**config.mk**
```make
export PLATFORM = sky130hd
export DESIGN_NAME = hfvt_mod
export DESIGN_NICKNAME = d
export VERILOG_FILES = /design/src/hfvt_pkg.sv /design/src/hfvt_mod.sv
export SDC_FILE = /design/constraint.sdc
export NUM_CORES = 1
export LEC_CHECK = 0
export ABC_AREA = 1
export BUFFER_PORTS_ARGS = -buffer_cell sky130_fd_sc_hd__buf_4
export CAP_MARGIN = 25
export CELL_PAD_IN_SITES_DETAIL_PLACEMENT = 1
export CELL_PAD_IN_SITES_GLOBAL_PLACEMENT = 2
export CORE_MARGIN = 2
export CORE_UTILIZATION = 29
export DETAILED_ROUTE_END_ITERATION = 8
export PLACE_DENSITY = 0.83
export SYNTH_ARGS = -nofsm -noshare
export SYNTH_HDL_FRONTEND = slang
export SYNTH_SLANG_ARGS = --single-unit
```
**constraint.sdc**
```tcl
create_clock -name clk -period 1.75 [get_ports clk]
set_input_delay 0.2625 -clock clk [delete_from_list [all_inputs] [get_ports clk]]
set_output_delay 0.2625 -clock clk [all_outputs]
set_load 0.02 [all_outputs]
```
**src/hfvt_pkg.sv**
```systemverilog
// shared constants, types and helpers for the heavy flow vote table
package hfvt_pkg;

  localparam int unsigned DEF_MAX_BUCKETS = 1024;
  localparam int unsigned KEY_W           = 32;
  localparam int unsigned CNT_W           = 32;
  localparam int unsigned CFG_BU_W        = 11;
  localparam int unsigned MIX_SHIFT       = 16;
  localparam logic [KEY_W-1:0] MIX_MULT   = 32'h045d_9f3b;
  localparam logic [CNT_W-1:0] CNT_MAX    = '1;

  localparam logic REG_BUCKETS = 1'b0;
  localparam logic REQ_INSERT  = 1'b0;
  localparam logic REQ_QUERY   = 1'b1;

  typedef struct packed {
    logic [KEY_W-1:0] key;
    logic [CNT_W-1:0] count;
    logic [CNT_W-1:0] reward;
  } slot_t;

  localparam int unsigned SLOT_W = $bits(slot_t);

  function automatic logic [CNT_W-1:0] sat_inc(input logic [CNT_W-1:0] v);
    return (v == CNT_MAX) ? v : v + CNT_W'(1);
  endfunction

endpackage

```
**src/hfvt_mod.sv**
```systemverilog
// bit serial remainder of the hash by the bucket count
module hfvt_mod
  import hfvt_pkg::*;
#(
  parameter int unsigned DIV_W = 11
) (
  input  logic             clk,
  input  logic             rst_n,
  input  logic             start,
  input  logic [KEY_W-1:0] dividend,
  input  logic [DIV_W-1:0] divisor,
  output logic             done,
  output logic [DIV_W-1:0] rem
);

  localparam int unsigned STEP_W = $clog2(KEY_W);

  logic [KEY_W-1:0]  dvd_r;
  logic [DIV_W-1:0]  div_r;
  logic [DIV_W-1:0]  rem_r;
  logic [DIV_W-1:0]  rem_nxt;
  logic [STEP_W-1:0] cnt_r;
  logic              run_r;
  logic              done_r;
  logic [DIV_W:0]    shifted;

  assign shifted = {rem_r, dvd_r[KEY_W-1]};

  always_comb begin
    if (shifted >= {1'b0, div_r}) begin
      rem_nxt = DIV_W'(shifted - {1'b0, div_r});
    end else begin
      rem_nxt = DIV_W'(shifted);
    end
  end

  always_ff @(posedge clk) begin
    if (start) begin
      dvd_r <= dividend;
      div_r <= divisor;
      rem_r <= '0;
    end else if (run_r) begin
      dvd_r <= dvd_r << 1;
      rem_r <= rem_nxt;
    end
  end

  always_ff @(posedge clk) begin
    if (!rst_n) begin
      run_r  <= 1'b0;
      done_r <= 1'b0;
      cnt_r  <= '0;
    end else begin
      done_r <= 1'b0;
      if (start) begin
        run_r <= 1'b1;
        cnt_r <= '0;
      end else if (run_r) begin
        cnt_r <= cnt_r + STEP_W'(1);
        if (cnt_r == STEP_W'(KEY_W - 1)) begin
          run_r  <= 1'b0;
          done_r <= 1'b1;
        end
      end
    end
  end

  assign done = done_r;
  assign rem  = rem_r;

endmodule

```
==> flow_summary_export.csv <==
group,metric,value,unit
pwr,power.density,916.9,nW/um^2
drt,post_drt_wl_per_cell,13.47,um
worst_setup_path,cp_slowest_cell,"edfxtp_1",
floorplan,ios,58,
timing,clock_skew,0.007300,ns
clock_network,clock_sinks,61,
timing,grt_setup_unrepaired,"true",
worst_setup_path,required,1.96,ns
drt,vias,2838,
floorplan,initial_core_util,0.3000,
clock_network,cts_buffers,9,
timing,finalSetupViolations,11,
clock_network,h-tree-depth,3,
worst_setup_path,worst_setup_path_start_kind,"register",
final_layout,nets,538,
final_layout,diodes,0,
worst_setup_path,crit_arrival,2.04,ns
floorplan,dieArea,12230,um^2
clock_network,clockBufferDepth,2,
grt,use_met1,0.1704,
timing,timing.final.crit_share,1.047,
timing,relSlewSlack,0.6271,
drt,drt_iter0_markers,80,
synthesis,synth.distinct_cells,28,
grt,grt_overflow_total,0,
synthesis,synth_common_cells,"168 x nand2_1, 59 x inv_1, 43 x edfxtp_1",
timing,max_freq,545.8,MHz
drt,antenna_left,0,
worst_setup_path,crit_chain,"ha_4 -> fa_2 -> inv_2 -> nand2_2 -> nand2_2 -> nand2_2 -> nand2_2 -> nand2_2 -> nand3_2 -> buf_4 -> nand2_1 -> nand3_1 -> o21ai_0",
job,maxCapViolCount,0,
placed_design,dp_slack,-0.09865,ns
timing,final_hold_viol_count,0,
pwr,vdd_ir_drop_max,405.7,uV
grt,grt_pass1_wl,13.90,mm
clock_network,cts_tree,"yes",
synthesis,synth_nets,464,
synthesis,async_flop_share,0,
final_layout,syn_to_final_growth,30.88,%
worst_setup_path,critPathMaxStageDelay,0.41,ns
worst_setup_path,crit_path_frequent_cell,"nand2_2",
placed_design,placed_area,3969,um^2
grt,grtUsageMet3,0.03513,
worst_setup_path,reg2reg_slack,-0.08,ns
timing,worst_pin_slew,0.5572,ns
worst_setup_path,cp_max_fo,5,
worst_setup_path,worstSetupPathType,"reg -> reg",
clock_network,clk_latency,0.33,ns
grt,grtUsageTotal,0.1411,
pwr,p_leak,2.142,nW
timing,setup_ws,-0.08223,ns
outcome,run_status,"finished, violations left",
synthesis,synthFlopType,"edfxtp_1",
drt,avgViaCountPerCell,4.555,
final_layout,layout-drive-gt1-share,0.2567,
grt,busiest_layer,"met2",
grt,grt_pass1_vias,2969,
synthesis,synth_warnings,0,
drt,routed_wl,8.390,mm
synthesis,yosysTopAreaCell,"edfxtp_1",
timing,finalCriticalPeriod,1.832,ns
final_layout,final_area,4312,um^2
worst_setup_path,end_kind,"register",
outcome,violations,"negative setup slack",
synthesis,syn_inst,404,
floorplan,die_y,110.6,um
floorplan,die_w,110.6,um
synthesis,syn_area_per_cell,8.154,um^2
clock_network,root_buffer,"clkbuf_16",
floorplan,coreArea,10980,um^2
synthesis,yosysSeqAreaShare,0.5013,
floorplan,row_count,38,
synthesis,synth_enable_flop_cells,43,
placed_design,dpl.hpwl,6.391,mm
drt,firstDrtPassIters,4,
grt,grt_max_degree,38,
placed_design,io_buffers,57,
min_path,hold_class,"in -> reg",
synthesis,syn-cell-area,3294,um^2
grt,antenna_found_initial,0,
synthesis,yosysMostFrequentCell,"nand2_1",
placed_design,gp_congestion,0.8103,
synthesis,synth_top_cell_area_share,0.3919,
timing,final_max_slew_viol_count,0,
grt,use_met2,0.2409,
clock_network,cts.clk_slew.worst_paths,0.06,ns
drt,drc,0,
synthesis,synth.area.top_cells,"edfxtp_1 39%, nand2_1 19%, dfxtp_1 11%, inv_1 6.7%, ha_1 4.9%",
synthesis,ys_seq_elements,61,
## sequential cells by signal, summed over array words and instances, names as in the netlist
register  count
dvd_r        32
rem          11
cnt_r         5
div_r        11
done          1
run_r         1
## layout by cell type, fill, tap and decap left out, types with 4 or more instances in the layout
| cell | n |
|---|---|
| nand2_1 | 164 |
| buf_4 | 74 |
| inv_1 | 57 |
| edfxtp_1 | 43 |
| nand3_1 | 18 |
| dfxtp_1 | 17 |
| nor2_1 | 14 |
| nand4_1 | 14 |
| ha_1 | 12 |
| nand2_2 | 11 |
| nand3_2 | 11 |
| clkbuf_16 | 9 |
| a21oi_1 | 6 |
| inv_2 | 4 |
| xor2_1 | 4 |
## critical path, delay by kind of cell, from the launching register on
kind                     cells  cell delay [ns]
AO/OA/AOI/OAI                1             0.08
adder cells (fa/ha/maj)      2             0.54
buffers and inverters        2             0.21
flip-flops                   1             0.41
AND/OR/NAND/NOR              8             0.50
## cells by family (layout without fill, tap and decap cells)
logic type / after synthesis / count (layout) / share of synthesized area
fa+ha+maj: 14 / 14 / 0.05545
compound gates: 14 / 14 / 0.02431
flops: 61 / 61 / 0.5013
xor+xnor: 4 / 4 / 0.01063
buf+inv: 75 / 154 / 0.09685
simple gates: 236 / 236 / 0.3114
## cell type report
type	instances	area [um^2]
multi-input cells	268	1364
well taps	140	175.2
clock buffers	10	229.0
fillers	1341	6671
clock inverters	6	63.81
repair buffers	77	598.1
flip-flops and latches	61	1653
inverters	61	229.0
## repair_timing
item,in CTS,in global routing
pin swaps,0,4
endpoints found under the setup margin,11,11
setup buffers,0,1
hold buffers,0,0
gates cloned,0,0
gates resized for setup,2,9
## through the flow
step / cells / util / setup TNS, ns / hold slack (ns) / power (mW)
6_report: 623 / 0.3926 / -0.6298 / 0.1044 / 3.953
5_1_grt: 623 / 0.3926 / -1.748 / 0.09438 / 4.105
4_1_cts: 622 / 0.3886 / -0.7013 / 0.09576 / 3.986
3_5_place_dp: 606 / 0.3614 / -0.6940 / 0.4426 / 2.208
3_3_place_gp: 606 / 0.3614 / -0.1703 / 0.4417 / 2.186
2_1_floorplan: 404 / - / -0.05634 / 0.3614 / 1.998
## worst paths after layout
kind,start,endpoint,cells past startpoint
max,div_r[0],rem[0],13
min,divisor[4],div_r[4],1
max reg2reg,div_r[0],rem[0],13
min reg2reg,cnt_r[4],cnt_r[4],2
## layer usage
layer	vias to the layer above	routed length, um
met5	-	0
met4	0	137
met3	13	384
met2	48	4025
met1	1350	3843
li1	1427	-
## where the power goes
part | switching [mW] | total (mW) | internal [mW]
logic | 0.268 | 0.473 | 0.206
clock network | 0.670 | 1.77 | 1.10
registers | 0.0377 | 1.71 | 1.67
(Power assumes the default switching activity.)
