===== config.mk =====
export PLATFORM = sky130hd
export DESIGN_NAME = hfvt_hash
export DESIGN_NICKNAME = d
export VERILOG_FILES = /design/src/hfvt_pkg.sv /design/src/hfvt_hash.sv
export SDC_FILE = /design/constraint.sdc
export NUM_CORES = 1
export LEC_CHECK = 0
export ABC_AREA = 1
export BUFFER_PORTS_ARGS = -buffer_cell sky130_fd_sc_hd__buf_4
export CAP_MARGIN = 20
export CORE_ASPECT_RATIO = 1.75
export CORE_UTILIZATION = 60
export CTS_CLUSTER_SIZE = 10
export DETAILED_ROUTE_END_ITERATION = 10
export PLACE_DENSITY = 0.8
export SLEW_MARGIN = 20
export SYNTH_ARGS = -nofsm -noshare
export SYNTH_HDL_FRONTEND = slang
export SYNTH_SLANG_ARGS = --single-unit

===== constraint.sdc =====
create_clock -name clk -period 5.2 [get_ports clk]
set_input_delay 0 -clock clk [delete_from_list [all_inputs] [get_ports clk]]
set_output_delay 0 -clock clk [all_outputs]
set_load 0.005 [all_outputs]

===== src/hfvt_pkg.sv =====
// shared constants, types and helpers for the heavy flow vote table
package hfvt_pkg;

  localparam int unsigned DEF_MAX_BUCKETS = 1024;
  localparam int unsigned KEY_W           = 32;
  localparam int unsigned CNT_W           = 32;
  localparam int unsigned CFG_BU_W        = 11;
  localparam int unsigned MIX_SHIFT       = 16;
  localparam logic [KEY_W-1:0] MIX_MULT   = 32'h045d_9f3b;
  localparam logic [CNT_W-1:0] CNT_MAX    = '1;

  localparam logic REG_BUCKETS = 1'b0;
  localparam logic REQ_INSERT  = 1'b0;
  localparam logic REQ_QUERY   = 1'b1;

  typedef struct packed {
    logic [KEY_W-1:0] key;
    logic [CNT_W-1:0] count;
    logic [CNT_W-1:0] reward;
  } slot_t;

  localparam int unsigned SLOT_W = $bits(slot_t);

  function automatic logic [CNT_W-1:0] sat_inc(input logic [CNT_W-1:0] v);
    return (v == CNT_MAX) ? v : v + CNT_W'(1);
  endfunction

endpackage


===== src/hfvt_hash.sv =====
// two stage multiply-xorshift key mix
module hfvt_hash
  import hfvt_pkg::*;
(
  input  logic             clk,
  input  logic             rst_n,
  input  logic             in_valid,
  input  logic [KEY_W-1:0] key,
  output logic             out_valid,
  output logic [KEY_W-1:0] hash
);

  logic [KEY_W-1:0] s1_r;
  logic [KEY_W-1:0] s2_r;
  logic             v1_r;
  logic             v2_r;
  logic [KEY_W-1:0] x0;
  logic [KEY_W-1:0] x1;

  assign x0 = (key >> MIX_SHIFT) ^ key;
  assign x1 = (s1_r >> MIX_SHIFT) ^ s1_r;

  always_ff @(posedge clk) begin
    s1_r <= x0 * MIX_MULT;
    s2_r <= x1 * MIX_MULT;
  end

  always_ff @(posedge clk) begin
    if (!rst_n) begin
      v1_r <= 1'b0;
      v2_r <= 1'b0;
    end else begin
      v1_r <= in_valid;
      v2_r <= v1_r;
    end
  end

  assign out_valid = v2_r;
  assign hash      = (s2_r >> MIX_SHIFT) ^ s2_r;

endmodule


==> impl_results.md, run 1 <==
- Number of I/O pins: 68
- Total clock sinks: 66
- Post-Syn Instances: 2,422
- Largest net degree at the start of global routing: 12
- Ys async rst share: 0%
- Post-placement cell count: 3,354
- Overflow after GRT: 141
- Routability cong.: 1.12
- Die X: 144 um
- Yosys warns: 0
- Status: did not finish
- Combinational family with the most area after synthesis: adder cells
- Deepest clock path buffer count: 2
- Vias in the first global route: 22,900
- Top_reg_cell synth: dfxtp_1
- Multiplexer share of the synthesized area: 0%
- FP Rows: 90
- Compound-Gate Fraction of Synth Area: 3.23%
- Num CTS Buffers: 9
- Syn Std Cell Area: 21,100 um^2
- Post-Synth Adder-Cell Area: 59.0%
- EDFF count, synth: 0
- Post-synth cell types: 40
- Synth Area in Simple Gates: 8.53%
- Seq cells post-synth: 66
- Global-route wire length before repair: 146,000 um
- Root Buffer Master: clkbuf_16
- All-Layer GR Usage: 57.1%
- Error: [ERROR GRT-0116] Global routing finished with congestion. Check the congestion regions in the DRC Viewer.
- Die height: 250 um
- Clock H-tree levels: 3
- DPL Wire Length: 68,500 um
- Last stage reached: global routing
- IO buf count: 67
- Syn Nets: 3,198
- Synth Area in XOR/XNOR: 6.32%
- Initial core utilization: 61.0%
- Avg Cell Area, Syn: 8.71 um^2
- Sequential share of the synthesized area: 6.26%
[timing repair]
item                                    4_1_cts
hold buffers                                  2
endpoints found under the hold margin         2
pin swaps                                   110
endpoints found under the setup margin       29
resized for setup                           269
buffers inserted                             49
[stage by stage]
stage | utilization (%) | hold WS, ns | instance area [um^2] | worst slack (ns)
3_3_place_gp | 74.5 | 0.178 | 25800 | -0.696
2_1_floorplan | - | 0.0935 | 21600 | -0.00991
4_1_cts | 79.8 | 0.168 | 27600 | -0.340
3_5_place_dp | 74.5 | 0.200 | 25800 | -0.704
[routing by layer]
metal	GRT overflow	GRT usage, %
met2	89	88.5
met1	0	51.6
met5	0	0.427
met3	0	25.2
met4	52	64.0
[synthesized netlist by cell type (2+ instances only)]
cell	instances	area share [%]
nand4_1	7	0.21
nand2_1	254	4.5
a21o_1	9	0.32
o21bai_1	4	0.14
xnor2_2	3	0.23
inv_2	16	0.28
fa_1	423	40
or2_2	9	0.27
a31o_2	2	0.083
nor3_1	8	0.19
o21ai_2	3	0.12
nor2_1	80	1.4
nand3_2	3	0.14
xor2_1	80	3.3
xor2_2	3	0.23
nand3b_1	6	0.21
nand3_1	40	0.95
o21ai_0	16	0.38
a221oi_1	2	0.083
clkinv_1	3	0.053
inv_1	885	16
nand2_2	7	0.21
xnor2_1	61	2.5
nor2_2	3	0.089
a21oi_1	62	1.5
buf_4	16	0.57
a31oi_1	4	0.12
or2_1	7	0.21
ha_1	318	19
o21ai_1	13	0.31
dfxtp_1	66	6.3
[cells by family after synthesis]
logic type,count (synthesis)
AOI/OAI and AO/OA,120
xor gates and xnor gates,147
adders and majority gates,741
DFF,66
and+or+nand+nor,427
buffers and inverters,921
==> inputs of run 2 (changes only) <==
--- a/config.mk
+++ b/config.mk
@@ -8,11 +8,9 @@
 export ABC_AREA = 1
 export BUFFER_PORTS_ARGS = -buffer_cell sky130_fd_sc_hd__buf_4
 export CAP_MARGIN = 20
-export CORE_ASPECT_RATIO = 1.75
-export CORE_UTILIZATION = 60
-export CTS_CLUSTER_SIZE = 10
+export CORE_UTILIZATION = 40
 export DETAILED_ROUTE_END_ITERATION = 10
-export PLACE_DENSITY = 0.8
+export PLACE_DENSITY_LB_ADDON = 0.15
 export SLEW_MARGIN = 20
 export SYNTH_ARGS = -nofsm -noshare
 export SYNTH_HDL_FRONTEND = slang
==> constraint.sdc (replaced) <==
create_clock -name clk -period 6.8 [get_ports clk]
set_input_delay 0 -clock clk [delete_from_list [all_inputs] [get_ports clk]]
set_output_delay 0 -clock clk [all_outputs]
set_load 0.005 [all_outputs]
==> impl_results.md, run 2 <==
- DR vias/cell: 4.65
- Post-synth top area share: 40.1% (unchanged)
- Syn Nets: 3,198 (unchanged)
- Req. time, crit path: 7.04 ns
- WP data arrival: 6.58 ns
- Worst Path Class, Setup: reg2reg
- Clock H-tree levels: 3 (unchanged)
- Die area: 53,700 um^2
- Max Fclk: 158 MHz
- Max Slew Vio Count: 0
- Worst R2R Path Depth: 21
- CTS tree: done
- Largest regs: s1_r: 32 flops, s2_r: 32 flops
- Fin Setup TNS: 0 ns
- Share of layout cells above drive strength 1: 6.77%
- Most frequent cells after synthesis: inv_1, fa_1, ha_1, nand2_1
- Root Buffer Master: clkbuf_16
- Seq cells post-synth: 66 (unchanged)
- Sequential Area: 1320 um^2
- Area leader, netlist: fa_1
- Rel. slew slack: 38.7%
- Slew @ Worst Pin: 0.913 ns
- Final worst slack: 0.453 ns
- Post-Syn Instances: 2,422 (unchanged)
- GR peak layer: met2
- Count leader, synth: inv_1
- Post-CTS Setup Bufs: 0 (-100%)
- Met1 Usage GRT: 34.5%
- Post-synth cell types: 40 (unchanged)
- Largest net degree at the start of global routing: 13
- Multi-input logic area: 16,300 um^2
- Overflow after GRT: 0
- EDFF count, synth: 0 (unchanged)
- Hold Crit Start: key[0]
- Final period util: 93.3%
- Final setup viols: 0
- Commonest non-fill, non-tap cell in the layout: inv_1
- Worst Setup End Kind: flip-flop
- RSZ-0062 raised after global routing: false
- Fill count: 5,226
- Die height: 232 um (-7.4%)
- Routability cong.: 0.942 (-16%)
- Hold Path Depth: 3
- Area growth, synth to finish: 8.70%
- Sequential share of the synthesized area: 6.26% (unchanged)
- Worst hold path class: in2reg
- Total clock sinks: 66 (unchanged)
- Final Net Count: 3,297
- Number of antenna diodes: 0
- Grt met3 use: 3.65%
- Ys async rst share: 0% (unchanged)
- Initial antenna violation count: 0
- Top_reg_cell synth: dfxtp_1
- Reg2reg setup slack: 0.45 ns
- Latest clock arrival within the worst-skew pair: 0.36 ns
- Worst Hold End: s1_r[0]
- Global-route wire length before repair: 97,000 um
- RR Startpoint: s1_r[8]
- Met2 GRT Util: 39.7%
- Startpoint class of the critical path: flip-flop
- Top cells by area, synth: fa_1, ha_1, inv_1
- CP max FO: 5
- Initial DRC Count: 861
- Vias in the first global route: 16,600
- Setup Skew: 0.0118 ns
- Number of I/O pins: 68 (unchanged)
- Max cap viols: 0
- WL per Instance: 18.9 um
- DRT Pass-1 Iters: 5
- Avg Cell Area, Syn: 8.71 um^2 (unchanged)
- Detail Route Antenna Nets: 0
- Via count: 14,900
- Initial core utilization: 40.8% (-20 points)
- CTS clk-pin slew, worst paths: 0.06 ns
- DPL Wire Length: 57,100 um (-17%)
- FP Rows: 83 (-7.8%)
- Num CTS Buffers: 9 (unchanged)
- Final design utilization: 44.3%
- Die X: 232 um (+61%)
- Most frequent cells in the layout: inv_1, fa_1, ha_1
- Final Hold Viols: 0
- Residual DRC: 0
- Syn Std Cell Area: 21,100 um^2 (unchanged)
- Status: complete, no violations
- Core area: 51,700 um^2
- Min Tclk post-route: 6.35 ns
- Yosys warns: 0 (unchanged)
- Post-Place Setup Slack: 0.405 ns (+1.11 ns)
- All-Layer GR Usage: 24.4%
- R2r endpoint: s2_r[25]
- Deepest clock path buffer count: 2 (unchanged)
- Final wirelength: 60,700 um
- IO buf count: 67 (unchanged)
-- run 2: cell counts after synthesis --
Identical to the previous run, type by type.
-- run 2: worst max-delay path: stages, from the launching register on --
cell and delay (ns):
dfxtp_1 0.33, xnor2_1 0.53, inv_1 0.30, fa_1 0.57
ha_1 0.32, fa_1 0.59, inv_1 0.08, fa_1 0.50
inv_1 0.05, fa_1 0.48, fa_1 0.49, inv_1 0.05
fa_1 0.47, inv_1 0.04, ha_1 0.34, a21oi_1 0.27
o21ai_0 0.12, a21oi_1 0.12, inv_1 0.07, a21oi_1 0.24
o21ai_1 0.12, xor2_1 0.16
-- run 2: worst max path at each step --
stage               depth (start not counted)     start  slack, ns        to
global placement                           20   s1_r[8]       0.40  s2_r[21]
CTS                                        25  s1_r[29]       0.40  s2_r[30]
global route                               28  s1_r[29]     0.0006  s2_r[31]
floorplan                                  23  s1_r[25]       1.09  s2_r[25]
detailed placement                         25  s1_r[29]       0.40  s2_r[30]
finish                                     21   s1_r[8]       0.45  s2_r[25]
-- run 2: final cells by class --
type	count	area share [%]
clock inverter	5	0.267
multi-input combinational	1435	70.9
inverter	904	14.8
timing repair buffer	105	3.46
tap	680	3.71
sequential	66	5.76
clock buffer	11	1.10
-- run 2: metal layers --
layer / routed length (um) / vias up
li1: - / 7118
met4: 1100 / 0
met1: 29400 / 7456
met5: 0 / -
met2: 27600 / 271
met3: 2640 / 53
-- run 2: kinds of logic after synthesis --
group                    Yosys count  synth area share [%]
buffers and inverters            921                  16.7
adder cells (fa/ha/maj)          741                  59.0
AND/OR/NAND/NOR                  427                  8.53
XOR/XNOR                         147                  6.32
AO/OA/AOI/OAI                    120                  3.23
flip-flops                        66                  6.26
-- run 2: metrics by stage --
step / area (um^2) / instances / hold WS (ns)
3_5_place_dp: 22600 / 3188 / 0.196
6_report: 22900 / 3206 / 0.181
4_1_cts: 22900 / 3206 / 0.169
3_3_place_gp: 22600 / 3188 / 0.183
2_1_floorplan: 21100 / 2422 / 0.0935
5_1_grt: 22900 / 3206 / 0.184
-- run 2: what timing repair did --
| item | 4_1_cts | 5_1_grt |
|---|---|---|
| resized for setup | 0 | 1 |
| endpoints found under the setup margin | 0 | 2 |
| hold buffers | 2 | 0 |
| endpoints found under the hold margin | 2 | 0 |
Power of run 2 is not shown: default switching activity piles up to over one toggle a cycle in this logic, so the estimate is an artifact.
==> inputs of run 3 (changes only) <==
==> constraint.sdc (replaced) <==
create_clock -name clk -period 8.11 [get_ports clk]
set_input_delay 0 -clock clk [delete_from_list [all_inputs] [get_ports clk]]
set_output_delay 0 -clock clk [all_outputs]
set_load 0.005 [all_outputs]
==> impl_results.md, run 3 (synthesized netlist as in run 2, its figures left out) <==
- DR vias/cell: 4.64 (-0.12%)
- Commonest non-fill, non-tap cell in the layout: inv_1
- Critical Path Source: s1_r[25]
- Final Hold Viols: 0 (unchanged)
- Worst Setup End Kind: flip-flop
- Slew @ Worst Pin: 1.04 ns (+0.126 ns)
- CP max FO: 8 (+3)
- Met1 Usage GRT: 35.6% (+1.1 points)
- Worst Path Class, Setup: reg2reg
- GR peak layer: met2
- Die X: 232 um (unchanged)
- Status: complete, no violations
- RSZ-0062 raised after global routing: false
- Met2 GRT Util: 37.4% (-2.3 points)
- Root Buffer Master: clkbuf_16
- Startpoint class of the critical path: flip-flop
- R2r endpoint: s2_r[25]
- Req. time, crit path: 8.36 ns (+1.32 ns)
- Share of layout cells above drive strength 1: 5.61% (-1.2 points)
- Count of hold-fix buffers inserted at cts: 3 (+1)
- Overflow after GRT: 0 (unchanged)
- FP Rows: 83 (unchanged)
- WP data arrival: 7.01 ns (+0.43 ns)
- Largest regs: s1_r: 32 flops, s2_r: 32 flops
- CTS clk-pin slew, worst paths: 0.05 ns (about the same)
- Num CTS Buffers: 9 (unchanged)
- RR Startpoint: s1_r[25]
- Deepest clock path buffer count: 2 (unchanged)
- Number of I/O pins: 68 (unchanged)
- Post-Place Setup Slack: 1.32 ns (+0.914 ns)
- Hold Path Depth: 3 (unchanged)
- Setup Skew: 0.0157 ns (+0.00393 ns)
- DPL Wire Length: 56,900 um (-0.35%)
- Core area: 51,700 um^2 (unchanged)
- Routability cong.: 0.980 (+4.1%)
- All-Layer GR Usage: 24.6% (+0.20 points)
- Fin Setup TNS: 0 ns (unchanged)
- Vias in the first global route: 16,600 (-0.23%)
- IO buf count: 67 (unchanged)
- Residual DRC: 0 (unchanged)
- Detail Route Antenna Nets: 0 (unchanged)
- Grt met3 use: 5.60% (+1.9 points)
- Largest net degree at the start of global routing: 12 (-1)
- Final hold slack: 0.0940 ns (-0.0873 ns)
- Final Net Count: 3,270 (-0.82%)
- Latest clock arrival within the worst-skew pair: 0.36 ns (about the same)
- Reg2reg setup slack: 1.36 ns (+0.91 ns)
- Final wirelength: 61,100 um (+0.71%)
- Rel. slew slack: 30.3% (-8.4 points)
- Post-CTS Setup Bufs: 0 (unchanged)
- Max Slew Vio Count: 0 (unchanged)
- CP Capture Point: s2_r[25]
- Via count: 14,700 (-1.0%)
- Initial core utilization: 40.8% (unchanged)
- WL per Instance: 19.2 um (+1.6%)
- Worst R2R Path Depth: 23 (+9.5%)
- Initial antenna violation count: 1 (+1)
- Total clock sinks: 66 (unchanged)
- Die height: 232 um (unchanged)
- CTS resizes: 0 (unchanged)
- Most frequent cells in the layout: inv_1, fa_1, ha_1
- Die area: 53,700 um^2 (unchanged)
- Global-route wire length before repair: 96,700 um (-0.37%)
- Area growth, synth to finish: 7.80%
- Number of antenna diodes: 0 (unchanged)
- Max cap viols: 0 (unchanged)
- Final worst slack: 1.36 ns (+0.905 ns)
- CTS tree: done
- Fill count: 5,269 (+0.82%)
- Final setup viols: 0 (unchanged)
- Max Fclk: 148 MHz (-6.0%)
- Clock H-tree levels: 3 (unchanged)
- DRT Pass-1 Iters: 7 (+2)
- Final period util: 83.3% (-10 points)
- Worst hold path class: in2reg
- Initial DRC Count: 917 (+6.5%)
- Final design utilization: 44.0% (-0.37 points)
- Min Tclk post-route: 6.75 ns (+0.405 ns)
-- run 3: area by class of cell --
type / instances / area [um^2] / area share, %
tap: 680 / 851 / 3.74
clock buffer: 12 / 267 / 1.17
sequential: 66 / 1320 / 5.81
multi-input combinational: 1435 / 16300 / 71.5
inverter: 904 / 3390 / 14.9
timing repair buffer: 78 / 593 / 2.61
clock inverter: 2 / 60.1 / 0.264
-- run 3: worst min-delay path by stage --
stage / slack, ns / from / endpoint
2_1_floorplan: 0.09 / rst_n / out_valid
3_3_place_gp: 0.18 / in_valid / v1_r
3_5_place_dp: 0.19 / in_valid / v1_r
4_1_cts: 0.07 / key[0] / s1_r[0]
5_1_grt: 0.10 / key[0] / s1_r[0]
6_report: 0.09 / key[0] / s1_r[0]
-- run 3: critical path: stages, from the launching register on --
cell     delay (ns)
dfxtp_1        0.52
xor2_2         0.53
inv_2          0.12
nor2_1         0.30
nor2_1         0.16
ha_1           0.39
ha_1           0.40
fa_1           0.54
inv_1          0.07
fa_1           0.50
inv_1          0.05
fa_1           0.48
fa_1           0.49
inv_1          0.05
fa_1           0.47
inv_1          0.04
ha_1           0.35
a21oi_1        0.22
o21ai_0        0.11
a21oi_1        0.16
inv_1          0.08
a21oi_1        0.26
o21ai_1        0.11
xor2_1         0.23
-- run 3: per-stage QoR --
stage	std cells	cell area (um^2)
floorplan	2422	21100
global placement	3160	22400
detailed placement	3160	22400
CTS	3177	22700
global route	3177	22700
finish	3177	22700
-- run 3: per-layer routing --
metal,share of wire (%),vias up
li1,-,7062
met1,49,7266
met2,42,364
met3,6.9,53
met4,2.0,0
met5,0,-
Power of run 3 is left out for the same reason.
